$ cat src/hw/rtl/sct_pkg.sv
// Socket connection table: shared types, codes and reset constants.
// Used by every module of the block; depends on nothing.
package sct_pkg;

  localparam int SLOTS_DEFAULT = 16;

  localparam logic [15:0] EPH_FIRST_RESET = 16'd49152;
  localparam logic [15:0] EPH_LAST_RESET  = 16'd65535;
  localparam logic [15:0] NEXT_PORT_RESET = 16'd49152;

  typedef enum logic [3:0] {
    OP_ALLOC       = 4'd0,
    OP_RELEASE     = 4'd1,
    OP_SET_LOCAL   = 4'd2,
    OP_SET_REMOTE  = 4'd3,
    OP_SET_LISTEN  = 4'd4,
    OP_FIND_PORT   = 4'd5,
    OP_FIND_DGRAM  = 4'd6,
    OP_FIND_LISTEN = 4'd7,
    OP_FIND_TUPLE  = 4'd8,
    OP_ALLOC_PORT  = 4'd9
  } op_t;

  typedef enum logic [1:0] {
    ST_OK       = 2'd0,
    ST_FULL     = 2'd1,
    ST_NOT_USED = 2'd2,
    ST_NONE     = 2'd3
  } status_t;

  typedef enum logic {
    REG_EPH_FIRST = 1'b0,
    REG_EPH_LAST  = 1'b1
  } reg_idx_t;

  typedef enum logic [2:0] {
    S_IDLE,
    S_SET,
    S_ASCAN,
    S_FSCAN,
    S_PCAND,
    S_PSCAN,
    S_FIN
  } state_t;

  // input item without op, slot in the low bits
  typedef struct packed {
    logic [15:0] rmt_port;
    logic [31:0] remote_addr;
    logic [15:0] lcl_port;
    logic [31:0] local_addr;
    logic        listening;
    logic        is_stream;
    logic [3:0]  slot;
  } item_t;

  typedef struct packed {
    status_t     status;
    logic [15:0] port;
    logic [3:0]  found_slot;
    logic        hit;
  } res_t;

  typedef struct packed {
    logic [15:0] rmt_port;
    logic [31:0] remote_addr;
    logic [15:0] lcl_port;
    logic [31:0] local_addr;
    logic        listen;
    logic        stream;
  } entry_t;

  // per-field write enables of the slot store
  typedef struct packed {
    logic stream_we;
    logic listen_we;
    logic local_we;
    logic remote_we;
  } wen_t;

endpackage

$ cat src/hw/rtl/sct_mem.sv
// Slot field store: one write and one registered read port per cycle.
// Depends on sct_pkg.
module sct_mem #(
  parameter int SLOTS = sct_pkg::SLOTS_DEFAULT,
  parameter int IW    = (SLOTS > 1) ? $clog2(SLOTS) : 1
) (
  input  logic             clk,
  input  sct_pkg::wen_t    we,
  input  logic [IW-1:0]    waddr,
  input  sct_pkg::entry_t  wdata,
  input  logic [IW-1:0]    raddr,
  output sct_pkg::entry_t  rdata
);

  logic        stream_mem [SLOTS];
  logic        listen_mem [SLOTS];
  logic [47:0] local_mem  [SLOTS];
  logic [47:0] remote_mem [SLOTS];

  always_ff @(posedge clk) begin
    if (we.stream_we) begin
      stream_mem[waddr] <= wdata.stream;
    end
    if (we.listen_we) begin
      listen_mem[waddr] <= wdata.listen;
    end
    if (we.local_we) begin
      local_mem[waddr] <= {wdata.lcl_port, wdata.local_addr};
    end
    if (we.remote_we) begin
      remote_mem[waddr] <= {wdata.rmt_port, wdata.remote_addr};
    end
  end

  always_ff @(posedge clk) begin
    rdata <= {remote_mem[raddr][47:32], remote_mem[raddr][31:0],
              local_mem[raddr][47:32], local_mem[raddr][31:0],
              listen_mem[raddr], stream_mem[raddr]};
  end

endmodule

$ cat src/hw/rtl/sct_match.sv
// Shared compare unit: tests one stored slot against the search key.
// Depends on sct_pkg.
module sct_match (
  input  sct_pkg::op_t    mode,
  input  sct_pkg::item_t  key,
  input  sct_pkg::entry_t entry,
  output logic            match
);

  logic port_eq;
  logic local_ok;
  logic remote_ok;

  assign port_eq   = (entry.lcl_port == key.lcl_port);
  // stored local address of zero is a wildcard
  assign local_ok  = port_eq &&
                     ((entry.local_addr == 32'd0) || (entry.local_addr == key.local_addr));
  assign remote_ok = (entry.rmt_port == key.rmt_port) &&
                     (entry.remote_addr == key.remote_addr);

  always_comb begin
    case (mode)
      sct_pkg::OP_FIND_PORT:   match = local_ok;
      sct_pkg::OP_FIND_DGRAM:  match = !entry.stream && local_ok;
      sct_pkg::OP_FIND_LISTEN: match = entry.stream && entry.listen && port_eq;
      sct_pkg::OP_FIND_TUPLE:  match = entry.stream && local_ok && remote_ok;
      sct_pkg::OP_ALLOC_PORT:  match = port_eq;
      default:                 match = 1'b0;
    endcase
  end

endmodule

$ cat src/hw/rtl/sct_seq.sv
// Sequencer: used bits, slot scan, ephemeral port counter and result register.
// Depends on sct_pkg; drives sct_mem and sct_match from the top level.
module sct_seq #(
  parameter int SLOTS = sct_pkg::SLOTS_DEFAULT,
  parameter int IW    = (SLOTS > 1) ? $clog2(SLOTS) : 1,
  parameter int CNTW  = $clog2(SLOTS + 1)
) (
  input  logic             clk,
  input  logic             rst,
  input  logic             in_valid,
  output logic             in_ready,
  input  sct_pkg::op_t     in_op,
  input  sct_pkg::item_t   in_item,
  output logic             out_valid,
  input  logic             out_ready,
  output sct_pkg::res_t    out_res,
  input  logic [15:0]      eph_first,
  input  logic [15:0]      eph_last,
  output sct_pkg::wen_t    mem_we,
  output logic [IW-1:0]    mem_waddr,
  output sct_pkg::entry_t  mem_wdata,
  output logic [IW-1:0]    mem_raddr,
  output sct_pkg::op_t     cmp_mode,
  output sct_pkg::item_t   cmp_key,
  input  logic             cmp_match
);

  sct_pkg::state_t state, state_next;
  sct_pkg::op_t    op, op_next;
  sct_pkg::item_t  item, item_next;
  sct_pkg::res_t   res, res_next;
  sct_pkg::res_t   out_res_next;
  logic            out_valid_next;
  logic [SLOTS-1:0] used, used_next;
  logic [CNTW-1:0] ridx, ridx_next;
  logic [IW-1:0]   cidx, cidx_next;
  logic            cvld, cvld_next;
  logic [15:0]     cand, cand_next;
  logic [16:0]     remaining, remaining_next;
  logic [15:0]     next_port, next_port_next;

  logic [8:0]      slot_w;
  logic [IW-1:0]   slot_idx;
  logic            slot_ok;
  logic [8:0]      ridx_w;
  logic [8:0]      cidx_w;
  logic [IW-1:0]   aidx;
  logic [15:0]     last_eff;
  logic [15:0]     cand_c;
  logic            issue;
  logic            hit_now;
  logic            last_now;

  assign slot_w   = {5'd0, item.slot};
  assign slot_idx = slot_w[IW-1:0];
  assign slot_ok  = (slot_w < 9'(SLOTS)) && used[slot_idx];
  assign ridx_w   = 9'(ridx);
  assign cidx_w   = 9'(cidx);
  assign aidx     = ridx[IW-1:0];
  assign last_eff = (eph_last < eph_first) ? eph_first : eph_last;
  assign cand_c   = ((next_port < eph_first) || (next_port > last_eff)) ? eph_first
                                                                          : next_port;
  assign issue    = (ridx < CNTW'(SLOTS));
  assign hit_now  = cvld && used[cidx] && cmp_match;
  assign last_now = cvld && (cidx == IW'(SLOTS - 1));

  always_ff @(posedge clk) begin
    if (rst) begin
      state     <= sct_pkg::S_IDLE;
      used      <= '0;
      out_valid <= 1'b0;
      next_port <= sct_pkg::NEXT_PORT_RESET;
    end else begin
      state     <= state_next;
      used      <= used_next;
      out_valid <= out_valid_next;
      next_port <= next_port_next;
    end
  end

  always_ff @(posedge clk) begin
    op        <= op_next;
    item      <= item_next;
    res       <= res_next;
    out_res   <= out_res_next;
    ridx      <= ridx_next;
    cidx      <= cidx_next;
    cvld      <= cvld_next;
    cand      <= cand_next;
    remaining <= remaining_next;
  end

  always_comb begin
    state_next     = state;
    op_next        = op;
    item_next      = item;
    res_next       = res;
    out_res_next   = out_res;
    out_valid_next = out_valid && !out_ready;
    used_next      = used;
    ridx_next      = ridx;
    cidx_next      = cidx;
    cvld_next      = cvld;
    cand_next      = cand;
    remaining_next = remaining;
    next_port_next = next_port;

    in_ready  = (state == sct_pkg::S_IDLE);
    mem_we    = '0;
    mem_waddr = slot_idx;
    mem_wdata = '0;
    mem_raddr = ridx[IW-1:0];
    cmp_mode  = op;
    cmp_key   = item;
    if (state == sct_pkg::S_PSCAN) begin
      cmp_key.lcl_port = cand;
    end

    case (state)
      sct_pkg::S_IDLE: begin
        if (in_valid) begin
          op_next        = in_op;
          item_next      = in_item;
          res_next       = '0;
          ridx_next      = '0;
          cvld_next      = 1'b0;
          remaining_next = {1'b0, last_eff} - {1'b0, eph_first} + 17'd1;
          case (in_op)
            sct_pkg::OP_ALLOC:       state_next = sct_pkg::S_ASCAN;
            sct_pkg::OP_RELEASE,
            sct_pkg::OP_SET_LOCAL,
            sct_pkg::OP_SET_REMOTE,
            sct_pkg::OP_SET_LISTEN:  state_next = sct_pkg::S_SET;
            sct_pkg::OP_FIND_PORT,
            sct_pkg::OP_FIND_DGRAM,
            sct_pkg::OP_FIND_LISTEN,
            sct_pkg::OP_FIND_TUPLE:  state_next = sct_pkg::S_FSCAN;
            sct_pkg::OP_ALLOC_PORT:  state_next = sct_pkg::S_PCAND;
            default:                 state_next = sct_pkg::S_FIN;
          endcase
        end
      end

      sct_pkg::S_SET: begin
        state_next = sct_pkg::S_FIN;
        if (!slot_ok) begin
          res_next.status = sct_pkg::ST_NOT_USED;
        end else begin
          mem_wdata.local_addr  = item.local_addr;
          mem_wdata.lcl_port    = item.lcl_port;
          mem_wdata.remote_addr = item.remote_addr;
          mem_wdata.rmt_port    = item.rmt_port;
          mem_wdata.listen      = item.listening;
          case (op)
            sct_pkg::OP_RELEASE:    used_next[slot_idx] = 1'b0;
            sct_pkg::OP_SET_LOCAL:  mem_we.local_we = 1'b1;
            sct_pkg::OP_SET_REMOTE: mem_we.remote_we = 1'b1;
            sct_pkg::OP_SET_LISTEN: mem_we.listen_we = 1'b1;
            default: ;
          endcase
        end
      end

      // lowest free slot, one used bit per cycle
      sct_pkg::S_ASCAN: begin
        if (!used[aidx]) begin
          mem_waddr        = aidx;
          mem_we           = '1;
          mem_wdata.stream = item.is_stream;
          used_next[aidx]  = 1'b1;
          res_next.hit        = 1'b1;
          res_next.found_slot = ridx_w[3:0];
          state_next          = sct_pkg::S_FIN;
        end else if (ridx == CNTW'(SLOTS - 1)) begin
          res_next.status = sct_pkg::ST_FULL;
          state_next      = sct_pkg::S_FIN;
        end else begin
          ridx_next = ridx + CNTW'(1);
        end
      end

      // read of slot k overlaps the compare of slot k-1
      sct_pkg::S_FSCAN, sct_pkg::S_PSCAN: begin
        ridx_next = issue ? (ridx + CNTW'(1)) : ridx;
        cvld_next = issue;
        cidx_next = ridx[IW-1:0];
        if (state == sct_pkg::S_FSCAN) begin
          if (hit_now) begin
            res_next.hit        = 1'b1;
            res_next.found_slot = cidx_w[3:0];
            state_next          = sct_pkg::S_FIN;
          end else if (last_now) begin
            res_next.status = sct_pkg::ST_NONE;
            state_next      = sct_pkg::S_FIN;
          end
        end else begin
          if (hit_now) begin
            // candidate taken
            if (remaining == 17'd1) begin
              res_next.status = sct_pkg::ST_NONE;
              state_next      = sct_pkg::S_FIN;
            end else begin
              remaining_next = remaining - 17'd1;
              state_next     = sct_pkg::S_PCAND;
            end
          end else if (last_now) begin
            res_next.hit    = 1'b1;
            res_next.port   = cand;
            state_next      = sct_pkg::S_FIN;
          end
        end
      end

      sct_pkg::S_PCAND: begin
        cand_next      = cand_c;
        next_port_next = (cand_c >= last_eff) ? eph_first : (cand_c + 16'd1);
        ridx_next      = '0;
        cvld_next      = 1'b0;
        if (cand_c == 16'd0) begin
          // port zero never handed out
          if (remaining == 17'd1) begin
            res_next.status = sct_pkg::ST_NONE;
            state_next      = sct_pkg::S_FIN;
          end else begin
            remaining_next = remaining - 17'd1;
          end
        end else begin
          state_next = sct_pkg::S_PSCAN;
        end
      end

      sct_pkg::S_FIN: begin
        if (!out_valid || out_ready) begin
          out_valid_next = 1'b1;
          out_res_next   = res;
          state_next     = sct_pkg::S_IDLE;
        end
      end

      default: state_next = sct_pkg::S_IDLE;
    endcase
  end

endmodule

$ cat src/hw/rtl/socket_connection_table_core.sv
// Socket connection table, top level: ports, config registers, submodules.
// Depends on sct_pkg, sct_mem, sct_match and sct_seq.
//
//  channel   dir  handshake          payload
//  s_*       in   s_tvalid/s_tready  s_tuser op, s_tdata item fields
//  m_*       out  m_tvalid/m_tready  m_tdata result
//  cfg_*     in   cfg_we             cfg_index, cfg_wdata
//
// Set/release take a single step; alloc scans the used bits slot by slot; find
// reads and compares the slots in turn, one memory read per cycle, through the
// single compare unit; alloc port scans the slots for each candidate tried (a zero
// candidate is skipped), with up to one candidate per port in the range.
// s_tready is high only while idle; a held result does not block the next item
// until that item finishes. rst is synchronous; the slot store needs no
// clearing pass, so the block is ready right after reset.
module socket_connection_table_core #(
  parameter int SLOTS = sct_pkg::SLOTS_DEFAULT
) (
  input  logic         clk,
  input  logic         rst,
  input  logic         s_tvalid,
  output logic         s_tready,
  // slot[3:0] is_stream[4] listening[5] local_addr[37:6] lcl_port[53:38]
  // remote_addr[85:54] rmt_port[101:86], zero pad [103:102]
  input  logic [103:0] s_tdata,
  // op[3:0]
  input  logic [3:0]   s_tuser,
  output logic         m_tvalid,
  input  logic         m_tready,
  // hit[0] found_slot[4:1] port[20:5] status[22:21], zero pad [23]
  output logic [23:0]  m_tdata,
  input  logic         cfg_we,
  input  logic         cfg_index,
  input  logic [15:0]  cfg_wdata
);

  localparam int IW   = (SLOTS > 1) ? $clog2(SLOTS) : 1;
  localparam int CNTW = $clog2(SLOTS + 1);

  logic [15:0]      eph_first;
  logic [15:0]      eph_last;
  sct_pkg::res_t    res;
  sct_pkg::wen_t    mem_we;
  logic [IW-1:0]    mem_waddr;
  logic [IW-1:0]    mem_raddr;
  sct_pkg::entry_t  mem_wdata;
  sct_pkg::entry_t  mem_rdata;
  sct_pkg::op_t     cmp_mode;
  sct_pkg::item_t   cmp_key;
  logic             cmp_match;

  always_ff @(posedge clk) begin
    if (rst) begin
      eph_first <= sct_pkg::EPH_FIRST_RESET;
      eph_last  <= sct_pkg::EPH_LAST_RESET;
    end else if (cfg_we) begin
      case (sct_pkg::reg_idx_t'(cfg_index))
        sct_pkg::REG_EPH_FIRST: eph_first <= cfg_wdata;
        sct_pkg::REG_EPH_LAST:  eph_last  <= cfg_wdata;
        default: ;
      endcase
    end
  end

  sct_seq #(
    .SLOTS (SLOTS),
    .IW    (IW),
    .CNTW  (CNTW)
  ) u_seq (
    .clk       (clk),
    .rst       (rst),
    .in_valid  (s_tvalid),
    .in_ready  (s_tready),
    .in_op     (sct_pkg::op_t'(s_tuser)),
    .in_item   (sct_pkg::item_t'(s_tdata[101:0])),
    .out_valid (m_tvalid),
    .out_ready (m_tready),
    .out_res   (res),
    .eph_first (eph_first),
    .eph_last  (eph_last),
    .mem_we    (mem_we),
    .mem_waddr (mem_waddr),
    .mem_wdata (mem_wdata),
    .mem_raddr (mem_raddr),
    .cmp_mode  (cmp_mode),
    .cmp_key   (cmp_key),
    .cmp_match (cmp_match)
  );

  sct_mem #(
    .SLOTS (SLOTS),
    .IW    (IW)
  ) u_mem (
    .clk   (clk),
    .we    (mem_we),
    .waddr (mem_waddr),
    .wdata (mem_wdata),
    .raddr (mem_raddr),
    .rdata (mem_rdata)
  );

  sct_match u_match (
    .mode  (cmp_mode),
    .key   (cmp_key),
    .entry (mem_rdata),
    .match (cmp_match)
  );

  assign m_tdata = {1'b0, res};

endmodule

$ cat config.mk
export PLATFORM = sky130hd
export DESIGN_NAME = socket_connection_table_core
export DESIGN_NICKNAME = d
export VERILOG_FILES = /design/src/hw/rtl/sct_pkg.sv /design/src/hw/rtl/sct_mem.sv /design/src/hw/rtl/sct_match.sv /design/src/hw/rtl/sct_seq.sv /design/src/hw/rtl/socket_connection_table_core.sv
export SDC_FILE = /design/constraint.sdc
export NUM_CORES = 2
export LEC_CHECK = 0
export BUFFER_PORTS_ARGS = -buffer_cell sky130_fd_sc_hd__clkbuf_2
export CORE_MARGIN = 4
export CORE_UTILIZATION = 35
export CTS_BUF_LIST = sky130_fd_sc_hd__clkbuf_4 sky130_fd_sc_hd__clkbuf_8
export CTS_CLUSTER_DIAMETER = 80
export DETAILED_ROUTE_END_ITERATION = 7
export GPL_TIMING_DRIVEN = 1
export PLACE_DENSITY = 0.48
export SLEW_MARGIN = 25
export SYNTH_ARGS = -nofsm -noshare
export SYNTH_HDL_FRONTEND = slang
export SYNTH_SLANG_ARGS = --single-unit
$ cat constraint.sdc
create_clock -name clk -period 12.35 [get_ports clk]
set_clock_uncertainty 0.15 [all_clocks]
set_input_delay 2.47 -clock clk [delete_from_list [all_inputs] [get_ports clk]]
set_output_delay 2.47 -clock clk [all_outputs]
set_load 0.005 [all_outputs]
Yosys cells after proc, flatten, opt, wreduce, memory -nomap -nowiden:

Memories as Yosys holds them, arrays and structs flattened. A register that Yosys moved wholly into a read port is not among the register bits.
Index checks and enable logic that the tools add are counted.
W data, S select, Z words.

* bits in registers: 263
* memory bits (writable): 1568
* ROM bits: 48
* bits of input ports: 130
* output and inout bits: 26
* logic and storage cells: 230
* memories: 5

Memory list
* u_mem.local_mem: depth 16, width 48, read ports 1, clocked after memory_dff 1, wr ports 1, line sct_mem.sv:17 `logic [47:0] local_mem [SLOTS];`
* u_mem.remote_mem: depth 16, width 48, read ports 1, clocked after memory_dff 1, wr ports 1, line sct_mem.sv:18 `logic [47:0] remote_mem [SLOTS];`
* (name not given): depth 16, width 3, read ports 1, clocked after memory_dff 0, wr ports 0, line sct_seq.sv:128 `case (in_op)`
* u_mem.listen_mem: depth 16, width 1, read ports 1, clocked after memory_dff 1, wr ports 1, line sct_mem.sv:16 `logic listen_mem [SLOTS];`
* u_mem.stream_mem: depth 16, width 1, read ports 1, clocked after memory_dff 1, wr ports 1, line sct_mem.sv:15 `logic stream_mem [SLOTS];`

* $add $sub $neg: 5
* $lt $le $gt $ge: 11
* eq/ne operators: 46
* multiplexer cells: 89
* bitwise logic cells: 4
* reduce and logical (&&, ||, !) cells: 43

Operators with widths (count)
* $mux W97: 2
* $mux W16: 10
* $mux W17: 5
* $eq A32 B32 Y1: 2
* $pmux W16 S2: 2
* $pmux W17 S3: 1
* $mux W3: 11
* $eq A16 B16 Y1: 2
* $logic_not A32 Y1: 1
* $lt A16 B16 Y1: 2
* $mux W5: 6
* $mux W1: 25
* $mux W23: 1
* $lt A4 B5 Y1 const B: 4
* $mux W2: 10
* $pmux W5 S4: 1
* $reduce_and A5 Y1: 4
* $ne A2 B1 Y1 const B: 9
* $pmux W3 S6: 1
* $add A17 B1 Y17 const B: 1
* $eq A17 B1 Y1 const B: 1
* $sub A16 B16 Y17: 1
* $sub A17 B1 Y17 const B: 1
* $add A16 B1 Y16 const B: 1
* other kinds (43): 94

Logic depth before layout (Yosys ltp):

* depth in word-level cells: 11
* depth in mapped cells: 37
* depth with buffers taken out: 30

Modules after synthesis:

From an unflattened synthesis, not the netlist that was laid out.

* cells, all modules: 4263
* area total of the unflattened synthesis: 77880.9 µm²

By module, submodules not included
* sct_mem: instances 1, cells each 2577, area each 60917.2 µm², sequential area each 49047.0 µm²
* sct_seq: instances 1, cells each 1402, area each 14396.3 µm², sequential area each 6576.3 µm²
* socket_connection_table_core: instances 1, cells each 130, area each 1353.8 µm², sequential area each 640.6 µm²
* sct_match: instances 1, cells each 154, area each 1213.7 µm², sequential area each 0.0 µm²

Worst setup path before layout:

No wires, ideal clock.

* kind: reg-to-reg
* from: register eph_first[9]
* to: register u_seq.remaining[0] (enable)
* setup time: 0.418 ns
* arrival: 7.044 ns
* data required time: 11.782 ns
* path slack: 4.739 ns
* stages on the path, launching flop included: 29
* path buffers: 4
* clock period less this slack: 7.611 ns
* cell sequence: dfxtp_1 > clkbuf_1 > inv_1 > ha_1 > a21o_1 > a221oi_1 > o211ai_1 > a31oi_4 > clkbuf_1 > mux2_2 > inv_1 > ha_1 > nand4_2 > or4_4 > o21ai_0 > a21oi_1 > mux2_2 > a211o_4 > buf_6 > inv_2 > clkbuf_1 > o21ai_0 > inv_1 > ha_1 > nor4b_1 > nand4_1 > o21ai_1 > o21ai_0 > o31ai_1

* word-level cells in the longest chain between the ends: 8
* elaborated cells on any way between the ends: 9
* those cells by class: 3 x order compare; 1 x eq/ne; 2 x mux; 3 x reduce/logical

Ends and longest elaborated chain
* from (decl): line socket_connection_table_core.sv:40 `logic [15:0] eph_first;`
* from (signal assigned): line socket_connection_table_core.sv:54 `eph_first <= sct_pkg::EPH_FIRST_RESET;`
* from (signal assigned): line socket_connection_table_core.sv:58 `sct_pkg::REG_EPH_FIRST: eph_first <= cfg_wdata;`
* $lt A16 B16 Y1: line sct_seq.sv:60 `assign last_eff = (eph_last < eph_first) ? eph_first : eph_last;`
* $mux W16: line sct_seq.sv:60
* $gt A16 B16 Y1: line sct_seq.sv:61 `assign cand_c = ((next_port < eph_first) || (next_port > last_eff)) ? eph_first`
* $logic_or A1 B1 Y1 (*): line sct_seq.sv:61
* $mux W16 (*): line sct_seq.sv:61
* net u_seq.cand_c[1]: line sct_seq.sv:49 `logic [15:0] cand_c;`
* $logic_not A16 Y1 (*): line sct_seq.sv:219 `if (cand_c == 16'd0) begin`
* $ne A2 B1 Y1 (no line) (*)
* $reduce_and A5 Y1 (no line) (*)
* to (signal assigned): line sct_seq.sv:90 `remaining <= remaining_next;`
* to (decl): line sct_seq.sv:39 `logic [16:0] remaining, remaining_next;`

The timed path passes the listed nets; every way through them passes the cells marked *.
A chain may end at the register's enable or synchronous reset.

Worst setup path in the final report:

* from: register eph_first[2]
* to: register u_seq.next_port[6]

* word-level cells in the longest chain between the ends: 7
* elaborated cells on any way between the ends: 9
* those cells by class: 1 x add/sub; 4 x order compare; 3 x mux; 1 x reduce/logical

Ends and longest elaborated chain
* $lt A16 B16 Y1: line sct_seq.sv:60
* $mux W16: line sct_seq.sv:60
* $gt A16 B16 Y1: line sct_seq.sv:61
* $logic_or A1 B1 Y1 (*): line sct_seq.sv:61
* $mux W16 (*): line sct_seq.sv:61
* net u_seq.cand_c[0]: line sct_seq.sv:49
* $add A16 B1 Y16 or $ge A16 B16 Y1 (tied branches): line sct_seq.sv:216 `next_port_next = (cand_c >= last_eff) ? eph_first : (cand_c + 16'd1);`
* $mux W16 (*): line sct_seq.sv:216
* to (signal assigned): line sct_seq.sv:72 `next_port <= sct_pkg::NEXT_PORT_RESET;`
* to (signal assigned): line sct_seq.sv:77 `next_port <= next_port_next;`
* to (decl): line sct_seq.sv:40 `logic [15:0] next_port, next_port_next;`

Marked as above.

==> metrics.md <==
| Metric | Value |
|---|---|
| Outcome | complete, no violations |
| Clock-pin slew of the registers on the worst-case setup and hold paths | 0.06 ns |
| Largest net degree at the start of global routing | 95 |
| Worst setup EP type | register |
| Row count | 171 |
| Synth Net Count | 4116 |
| Syn Std Cell Area | 76630 um2 |
| Slowest cell on the critical path | a31oi_4 |
| Worst Setup Slack, final | 3.478 ns |
| Die Area | 226500 um2 |
| RSZ-0062 raised after global routing | no |
| Drt pass-1 iters | 5 |
| Final slew viol count | 0 |
| Post_cts resized | 0 |
| Post-synth EDFFs | 1763 |
| DR vias/cell | 5.236 |
| Async SR Flop Fraction | 0 |
| Worst-margin pin slew | 1.066 ns |
| Initial Utilization | 0.3525 |
| Die H | 475.9 um |
| Setup violators final | 0 |
| Die width | 475.9 um |
| Buffers on Ports | 152 |
| Clock latency on the worst-skew pair | 1.07 ns |
| Avg WL per Cell | 27.20 um |
| Core ar. | 217400 um2 |
| Syn Inst Count | 3884 |
| CTS H-Tree Depth | 5 |
| I/O pin count | 156 |
| Placed insts | 6772 |
| CP Max Fanout | 61 |
| WL final | 201.3 mm |
| Power Total | 0.01808 W |
| Worst Hold Class | register to register |
| Hold_buf cts | 0 |
| Post-DP HPWL | 109.2 mm |
| Aggregate global-route resource usage | 0.1770 |
| TritonCTS clock tree | built |
| Total congestion overflow | 0 |
| GPL Wtd Cong | 0.8119 |
| Peak supply drop | 174.9 uV |
| #FFs+latches synth | 1929 |
| Root buffer cell | clkbuf_8 |
| Initial antenna violation count | 18 |
| Maxcap violations | 0 |
| First-pass GRT wire length | 289.7 mm |
| Netlist cell types | 81 |
| Sequential area share after synthesis | 0.7342 |
| Layout Cells excl Fill | 7399 |
| Delay of the slowest cell on the worst path | 0.74 ns |
| CP startpoint kind | register |
| Drt drc | 0 |
| Layout cells sized above 1 | 0.3084 |
| Maximum buffer depth of the clock tree | 4 |
| Fin crit period | 8.872 ns |
| Final period util | 0.7184 |
| Area Growth Syn to Fin | 15.04% |
| Vias in the first global route | 40190 |
| Power Density | 205.1 nW/um2 |
| Num CTS Buffers | 352 |
| Leakage | 26.93 nW |
| CP Class | register to register |
| Setup_tns | 0 ns |
| Fmax | 112.7 MHz |
| DRT iter0 DRCs | 3321 |
| Number of setup buffers added after CTS | 0 |
| Worst EP arrival | 9.58 ns |
| Clk sinks | 1929 |
| Rel. slew slack | 0.2877 |
| Via Count | 38740 |
| Most used DFF post-synth | edfxtp_1 |
| Fin. Hold Viols | 0 |
| Nets | 4506 |
| Antenna Nets Post-Route | 0 |
| CP required | 13.06 ns |
| Synth Area per Inst | 19.73 um2 |
| Yosys warnings | 0 |
| Dpl ws | 3.534 ns |
-- synthesized netlist by cell type (17+ instances only) --
cell type  number  area share
edfxtp_1     1763        0.69
mux4_2        504        0.15
dfxtp_1       166       0.043
clkbuf_1      154      0.0075
nor2_1        148      0.0072
and2_1        119      0.0097
a21oi_1       103      0.0067
ha_1          101       0.016
nand2_1        95      0.0047
inv_1          66      0.0032
o21ai_0        66      0.0043
xor2_1         63      0.0072
xnor2_1        54      0.0062
nand3_1        43      0.0028
nor4_1         43      0.0035
nand4_1        32      0.0026
mux2i_1        30      0.0039
buf_1          27      0.0013
nand2b_1       27      0.0022
and3_1         25      0.0020
nor3_1         22      0.0014
or2_2          21      0.0017
mux2_2         20      0.0029
a211o_1        19      0.0022
a211oi_1       17      0.0017
-- through the flow --
stage / instance area, um2 / utilization / hold WS (ns)
after floorplan: 76630 / - / 0.2503
after global placement: 81070 / 0.3729 / 0.2516
after detailed placement: 81130 / 0.3732 / 0.2552
after CTS: 88080 / 0.4052 / 0.2667
after global routing: 88160 / 0.4056 / 0.2696
final: 88160 / 0.4056 / 0.2640
-- placed cells by master (no fill, tap or decap), types with 11 or more instances in the layout --
cell and instances:
xor2_1 63, nor2_1 114, a21o_1 15, ha_1 101
nand4_1 32, a21oi_1 102, nand2b_1 27, nor2_4 33
dfxtp_1 166, mux2_2 20, nor4_1 43, xnor2_1 54
clkbuf_4 138, a31oi_1 14, buf_4 68, o21ai_0 66
nand3_1 43, clkinv_1 50, edfxtp_1 1763, inv_1 65
and3_1 24, a211o_1 19, clkbuf_2 152, nor2b_1 11
mux2i_1 30, clkinv_2 37, and2_1 119, clkbuf_8 377
or2_2 21, a211oi_1 17, nand2_1 94, mux4_2 504
nor3_1 21
-- kinds of logic (layout without fill, tap and decap cells) --
| family | after synthesis | in the layout | synth area share |
|---|---|---|---|
| compound gates | 299 | 299 | 0.02475 |
| xor+xnor | 117 | 117 | 0.01337 |
| fa+ha+maj | 102 | 102 | 0.01675 |
| buf+inv | 259 | 915 | 0.01316 |
| flops | 1929 | 1929 | 0.7342 |
| mux | 554 | 554 | 0.1550 |
| other cells | 1 | 6 | 0.00004894 |
| simple gates | 623 | 623 | 0.04270 |
-- per-layer routing --
layer	track usage	vias up	wire [um]
met5	0	-	13
met4	0.04901	2	4434
met3	0.03110	326	10060
met2	0.2788	1149	94910
met1	0.2541	20580	91870
li1	-	16680	-
-- worst paths after layout --
| check | from | to | slack, ns | cells past startpoint |
|---|---|---|---|---|
| max reg2reg | eph_first[2] | u_seq.next_port[6] | 3.48 | 29 |
| min reg2reg | u_seq.res[12] | u_seq.out_res[12] | 0.26 | 0 |
| min | u_seq.res[12] | u_seq.out_res[12] | 0.26 | 0 |
| max | eph_first[2] | u_seq.next_port[6] | 3.48 | 29 |
-- registers in the layout, summed over array words and instances (netlist names), 17 cells and up --
signal            count
u_seq.out_res        23
u_mem.remote_mem    768
u_mem.rdata          98
u_seq.remaining      17
u_mem.local_mem     768
u_seq.cmp_key        82
u_seq.res            23
-- layout make-up --
cell class / count / area, um2
fillers: 19460 / 129200
flip-flops and latches: 1929 / 56260
multi-input cells: 1696 / 19670
clock buffers: 515 / 6225
well taps: 2854 / 3571
repair buffers: 227 / 1425
clock inverters: 105 / 726.9
inverters: 68 / 260.3
diodes: 5 / 12.51
-- critical path: cells and delay by family, from the launching register on --
kind	cells	cell delay (ns)
muxes	2	0.71
AOI/OAI and AO/OA	15	3.99
DFF	1	0.55
buffers and inverters	3	0.47
and+or+nand+nor	6	1.97
adders and majority gates	3	0.84
-- where the power goes --
group          total (W)  switching (W)  internal [W]
clock network    0.00601        0.00261       0.00341
registers        0.00808       0.000386       0.00770
logic            0.00399        0.00233       0.00166
total             0.0181        0.00532        0.0128
Note: power is estimated with default switching activity, not from simulation.
